### src/hdl/pcrr_pkg.sv
`timescale 1ns / 1ps
// ----------------------------------------------------------------------------
// pcrr_pkg
// Shared types, constants and the rounding shift of the pointwise
// convolution block with residual requantisation.
// ----------------------------------------------------------------------------
package pcrr_pkg;

  localparam int MAX_WIDTH_DEF       = 32;
  localparam int MAX_IN_CHANNELS_DEF = 64;
  localparam int MAX_OUT_CHANNELS_DEF = 64;

  localparam int POS_W      = 12;
  localparam int BYTE_W     = 8;
  localparam int OUT_POS_W  = 11;
  localparam int CFG_IDX_W  = 3;
  localparam int CFG_DATA_W = 7;
  localparam int PROD_W     = 17;
  localparam int RND_W      = 33;

  localparam logic [4:0] CONV_SHIFT_RST     = 5'd10;
  localparam logic [4:0] RES_SHIFT_RST      = 5'd0;
  localparam logic [5:0] ROW_WIDTH_RST      = 6'd32;
  localparam logic [6:0] IN_CH_RST          = 7'd64;
  localparam logic [6:0] OUT_CH_RST         = 7'd64;
  localparam logic       RES_SIGNED_RST     = 1'b1;

  typedef enum logic [1:0] {
    MODE_WEIGHT     = 2'd0,
    MODE_ACT_FIRST  = 2'd1,
    MODE_ACT_SECOND = 2'd2,
    MODE_COMPUTE    = 2'd3
  } mode_e;

  typedef enum logic [CFG_IDX_W-1:0] {
    CFG_CONV_SHIFT = 3'd0,
    CFG_RES_SHIFT  = 3'd1,
    CFG_ROW_WIDTH  = 3'd2,
    CFG_IN_CH      = 3'd3,
    CFG_OUT_CH     = 3'd4,
    CFG_RES_SIGNED = 3'd5
  } cfg_idx_e;

  typedef struct packed {
    logic clr;
    logic vld;
  } mac_ctrl_t;

  // round half up, then arithmetic shift right
  function automatic logic signed [RND_W-1:0] round_shift(
    input logic signed [RND_W-1:0] v,
    input logic [4:0]              s
  );
    logic signed [RND_W-1:0] bias;
    bias = '0;
    if (s != 5'd0) begin
      bias[s - 5'd1] = 1'b1;
    end
    return (v + bias) >>> s;
  endfunction

endpackage

### src/hdl/pcrr_mac.sv
`timescale 1ns / 1ps
// ----------------------------------------------------------------------------
// pcrr_mac
// Shared multiply-accumulate unit: uint8 x int8 product register followed
// by the accumulator.
// ----------------------------------------------------------------------------
module pcrr_mac #(
  parameter int SUM_W = 23
) (
  input  logic                        clk_i,
  input  logic                        rst_ni,
  input  pcrr_pkg::mac_ctrl_t         ctrl_i,
  input  logic [pcrr_pkg::BYTE_W-1:0] act_i,
  input  logic [pcrr_pkg::BYTE_W-1:0] wgt_i,
  output logic signed [SUM_W-1:0]     acc_o,
  output logic                        busy_o
);
  import pcrr_pkg::*;

  logic signed [PROD_W-1:0] act_ext;
  logic signed [PROD_W-1:0] wgt_ext;
  logic signed [PROD_W-1:0] prod_d;
  logic signed [PROD_W-1:0] prod_q;
  logic                     pv_q;
  logic signed [SUM_W-1:0]  acc_q;

  assign act_ext = PROD_W'({1'b0, act_i});
  assign wgt_ext = PROD_W'($signed(wgt_i));
  assign prod_d  = act_ext * wgt_ext;

  always_ff @(posedge clk_i or negedge rst_ni) begin
    if (!rst_ni) begin
      pv_q   <= 1'b0;
      prod_q <= '0;
      acc_q  <= '0;
    end else begin
      pv_q   <= ctrl_i.vld;
      prod_q <= prod_d;
      if (ctrl_i.clr) begin
        acc_q <= '0;
      end else if (pv_q) begin
        acc_q <= acc_q + SUM_W'(prod_q);
      end
    end
  end

  assign acc_o  = acc_q;
  assign busy_o = pv_q;

endmodule

### config.mk
export PLATFORM = sky130hd
export DESIGN_NAME = pcrr_mac
export DESIGN_NICKNAME = d
export VERILOG_FILES = /design/src/hdl/pcrr_pkg.sv /design/src/hdl/pcrr_mac.sv
export SDC_FILE = /design/constraint.sdc
export NUM_CORES = 1
export LEC_CHECK = 0
export BUFFER_PORTS_ARGS = -buffer_cell sky130_fd_sc_hd__clkbuf_2
export CAP_MARGIN = 20
export CORE_MARGIN = 5
export CORE_UTILIZATION = 35
export DETAILED_ROUTE_END_ITERATION = 8
export PLACE_DENSITY_LB_ADDON = 0.1
export SYNTH_ARGS = -nofsm -noshare
export SYNTH_HDL_FRONTEND = slang
export SYNTH_SLANG_ARGS = --single-unit
export TNS_END_PERCENT = 30
### constraint.sdc
create_clock -name clk_i -period 6.45 [get_ports clk_i]
set_clock_uncertainty 0.15 [all_clocks]
set_input_delay 0.9675 -clock clk_i [delete_from_list [all_inputs] [get_ports clk_i]]
set_output_delay 0.9675 -clock clk_i [all_outputs]
set_load 0.005 [all_outputs]
======== After elaboration in Yosys (flattened, before gate mapping) ========
Index checks and enable logic that the tools add are counted.
cells by class
  add/sub/neg operators ................... 1
  multipliers ............................. 1
  reductions and logical operators ........ 1
  multiplexer cells ....................... 2
operators by type and width
  kind               number
  $mux 23            2
  $add 23x17->23     1
  $mul 9x8->17       1
  $reduce_bool 2->1  1
storage, ports and cells
  output and inout port bits .............. 24
  flip-flop bits (word level) ............. 41
  word-level logic and storage cells ...... 8
  input port bits ......................... 20

======== Depth between registers and ports, before layout ========
  depth after elaboration ................. 3
  gate-level depth with buffers ........... 18
  gate-level depth less buffers ........... 18

======== Worst setup path before layout ========
No wires, ideal clock.
  path type ............................... input-to-reg
  start point ............................. in act_i[0] (netlist name)
  end point ............................... reg prod_q[16]
  required time ........................... 6176 ps
  path buffers ............................ 0
  setup slack ............................. 1575 ps
  stages on the path ...................... 15
  setup time .............................. 124 ps
  arrival ................................. 4600 ps
  cells stage by stage .................... nand2b_1 > fa_1 > fa_1 > inv_1 > fa_1 > inv_1 > fa_1 > inv_1 > ha_1 > a21oi_1 > o21a_1 > nor3_1 > a211oi_1 > a21oi_1 > xnor2_1
on the way
  cells in the longest elaborated chain, start to end .. 1
ends and longest elaborated chain
  element               line            text
  from (decl)           pcrr_mac.sv:13  input logic [pcrr_pkg::BYTE_W-1:0] act_i,
  $mul 9x8->17          pcrr_mac.sv:29  assign prod_d = act_ext * wgt_ext;
  named net prod_d[16]  pcrr_mac.sv:22  logic signed [PROD_W-1:0] prod_d;
  to (signal assigned)  pcrr_mac.sv:38  prod_q <= prod_d;
  to (decl)             pcrr_mac.sv:23  logic signed [PROD_W-1:0] prod_q;
The timed path passes the listed nets, and every way through them passes these cells.
A chain may end at the register's enable or synchronous reset.

======== Worst setup path after layout ========
Same ends and word-level chain as after synthesis.

==> flow_summary.json <==
{
  "grt_overflow": 0,
  "arrival_ns": 5.00,
  "synth_top_family_by_area": "adder cells",
  "drt_first_pass_iters": 4,
  "synth_top_flop_cell": "dfrtp_1",
  "finalPower_w": 0.00203,
  "drc": 0,
  "synthDistinctLibCells": 49,
  "rsz0062_at_grt": "no",
  "power_frac_seq_pct": 20.6,
  "grt_max_degree": 42,
  "synth_cells": 501,
  "cts_buffer_depth": 2,
  "ant_nets": 0,
  "post-place-ws_ns": 1.11,
  "die_w_um": 126,
  "worstMarginPinSlew_ns": 0.572,
  "finalCriticalPeriod_ns": 4.98,
  "cts_tree": "built",
  "num_rows": 42,
  "synth_xor_area_share_pct": 5.03,
  "cts_num_sinks": 41,
  "final_cell_mix": "ha_1 (65), inv_1 (59), clkbuf_2 (43), nor2_1 (42)",
  "synth_fa_ha_area_share_pct": 33.5,
  "p_switching_w": 0.000887,
  "synthToLayoutAreaGrowth_pct": 13.2,
  "hold_path.class": "flop to flop",
  "cp-start-kind": "input pin",
  "final_common_cell": "ha_1",
  "clk-insertion-delay-late_ns": 0.29,
  "cp_cell_sequence": "clkbuf_2 -> nand2b_1 -> fa_1 -> fa_1 -> inv_1 -> fa_1 -> inv_1 -> fa_1 -> inv_1 -> ha_1 -> a21oi_1 -> o21a_1 -> nor3_1 -> a211oi_1 -> a21oi_1 -> xnor2_1",
  "maxSlewViolCount": 0,
  "post-cts-setup-buffers": 0,
  "grt_pass1_wl_um": 18200,
  "fin_ws_ns": 1.47,
  "first_iter_violations": 164,
  "power_density_nw_per_um2": 382,
  "root_buffer": "clkbuf_16",
  "io_pins": 44,
  "antenna_found_initial": 0,
  "setup_tns_ns": 0,
  "fillers": 1315,
  "status": "finished clean",
  "fin_crit_sh_pct": 77.2,
  "synth-simple-area-share_pct": 17.6,
  "htreeDepth": 2,
  "synth-compound-area-share_pct": 14.0,
  "port-buffer-count": 43,
  "hold_buffers": 0,
  "syn_nets": 624,
  "ys_warn_count": 0,
  "n_antenna_cell": 0,
  "gp_congestion": 0.852,
  "synth-seq-cells": 41,
  "gr-usage-all-layers_pct": 13.6,
  "die_h_um": 126,
  "r2r_slack_ns": 3.59,
  "p_leak_nw": 2.71,
  "synth_edf_count": 0,
  "p_clk_share_pct": 16.2,
  "core_um2": 13200,
  "cts_buffers": 5,
  "muxShareOfSynthArea_pct": 2.56,
  "start_util_pct": 35.6,
  "relSlewSlack_pct": 61.7,
  "clk_pin_slew_ns": 0.06,
  "setup_viol": 0,
  "avgSynthCellArea_um2": 9.38,
  "max_freq_mhz": 201,
  "ir_drop_v": 0.000123,
  "cp-end-kind": "flop",
  "drive_gt1_share_pct": 11.7,
  "worst_path_max_delay_cell": "fa_1",
  "yosysSeqAreaShare_pct": 21.8,
  "dpl-instance-area_um2": 5110,
  "cts_resized": 0,
  "p_int_w": 0.00114,
  "worstPathRequired_ns": 6.47,
  "switching_share_pct": 43.7,
  "slowest_delay_ns": 0.54,
  "wl_per_cell_um": 13.9,
  "dieArea_um2": 15800,
  "hpwl_um": 8360,
  "fin_nets": 668,
  "crit_path_max_fanout": 8,
  "finalWirelength_um": 10100,
  "vias": 3453,
  "vias_per_cell": 4.78,
  "post-route-cell-area_um2": 5320,
  "synthArstFlopShare_pct": 100,
  "maxCapViolCount": 0,
  "final_hold_viol_count": 0,
  "crit_top_cell": "fa_1",
  "combPwrFrac_pct": 63.2,
  "critPathKind": "input pin to flop",
  "syn_area_um2": 4700,
  "grt_pass1_vias": 3783
}
[power groups by stage]
stage	Clock (W)	Sequential (W)	Combinational [W]
after floorplan	0	0.000408	0.00101
after global placement	0	0.000423	0.00128
after detailed placement	0	0.000425	0.00129
after CTS	0.000341	0.000421	0.00130
after global routing	0.000350	0.000432	0.00147
final	0.000329	0.000419	0.00128
[sequential cells by signal (all words and copies together) (netlist names)]
register,cells
acc_o,23
busy_o,1
prod_q,17
[critical path: cells and delay by family]
| kind | cells | cell delay (ns) |
|---|---|---|
| adder cells (fa/ha/maj) | 5 | 2.41 |
| AO/OA/AOI/OAI | 4 | 0.94 |
| XOR/XNOR | 1 | 0.14 |
| AND/OR/NAND/NOR | 2 | 0.25 |
| buffers and inverters | 4 | 0.28 |
[cells in the mapped netlist (all sizes together) (4+ instances only)]
cell type | instances | area (um2)
a211oi | 9 | 67.6
a21o | 10 | 75.1
a21oi | 25 | 125
and2 | 41 | 257
and3 | 6 | 38.8
clkbuf | 6 | 22.5
dfrtp | 41 | 1030
fa | 38 | 761
ha | 65 | 813
inv | 59 | 221
mux2i | 12 | 120
nand2 | 29 | 109
nand2b | 8 | 50.1
nand3 | 6 | 30.0
nor2 | 42 | 158
nor2b | 5 | 31.3
nor3 | 5 | 25.0
nor3b | 6 | 50.1
nor4 | 4 | 25.0
o21a | 5 | 37.5
o21ai | 16 | 103
o21bai | 7 | 52.6
o41ai | 4 | 68.8
xnor2 | 22 | 193
xor2 | 5 | 43.8
[routing by layer]
metal	global-route usage (%)	vias up	routed length, um	part of all wire, %
li1	-	1784	-	-
met4	3.47	0	116	1.2
met1	19.0	1618	5210	52
met5	0	-	0	0
met3	1.65	5	238	2.4
met2	22.5	46	4500	45
[worst paths after layout]
path                                            start                    end  cells past startpoint
worst max-delay path                         act_i[0]   prod_q[16]$_DFF_PN0_                     16
worst min-delay path            acc_o[20]$_DFFE_PN0P_  acc_o[20]$_DFFE_PN0P_                      2
worst max register to register   acc_o[0]$_DFFE_PN0P_  acc_o[18]$_DFFE_PN0P_                      9
min in group asynchronous                      rst_ni   acc_o[6]$_DFFE_PN0P_                      1
worst min register to register  acc_o[20]$_DFFE_PN0P_  acc_o[20]$_DFFE_PN0P_                      2
max in group asynchronous                      rst_ni   prod_q[15]$_DFF_PN0_                      2
[kinds of logic after synthesis]
family	count (synthesis)
AO/OA/AOI/OAI	91
XOR/XNOR	27
adder cells (fa/ha/maj)	103
buffers and inverters	67
flip-flops	41
multiplexers	12
AND/OR/NAND/NOR	160
[stage by stage]
step                hold slack, ns  utilization (%)  cells
finish                       0.383             40.3    722
global route                 0.421             40.3    722
CTS                          0.386             40.2    721
detailed placement           0.372             38.7    713
global placement             0.354             38.7    713
floorplan                    0.357                -    501
[area by class of cell]
cell class              instances  area (um2)  area share [%]
repair buffers                 45         243            4.56
clock buffers                   5         125            2.35
clock inverters                 3        68.8            1.29
multi-input cells             393        3420            64.2
flip-flops and latches         41        1030            19.3
inverters                      59         221            4.16
well taps                     176         220            4.14
Power figures use the tool's default switching activity.
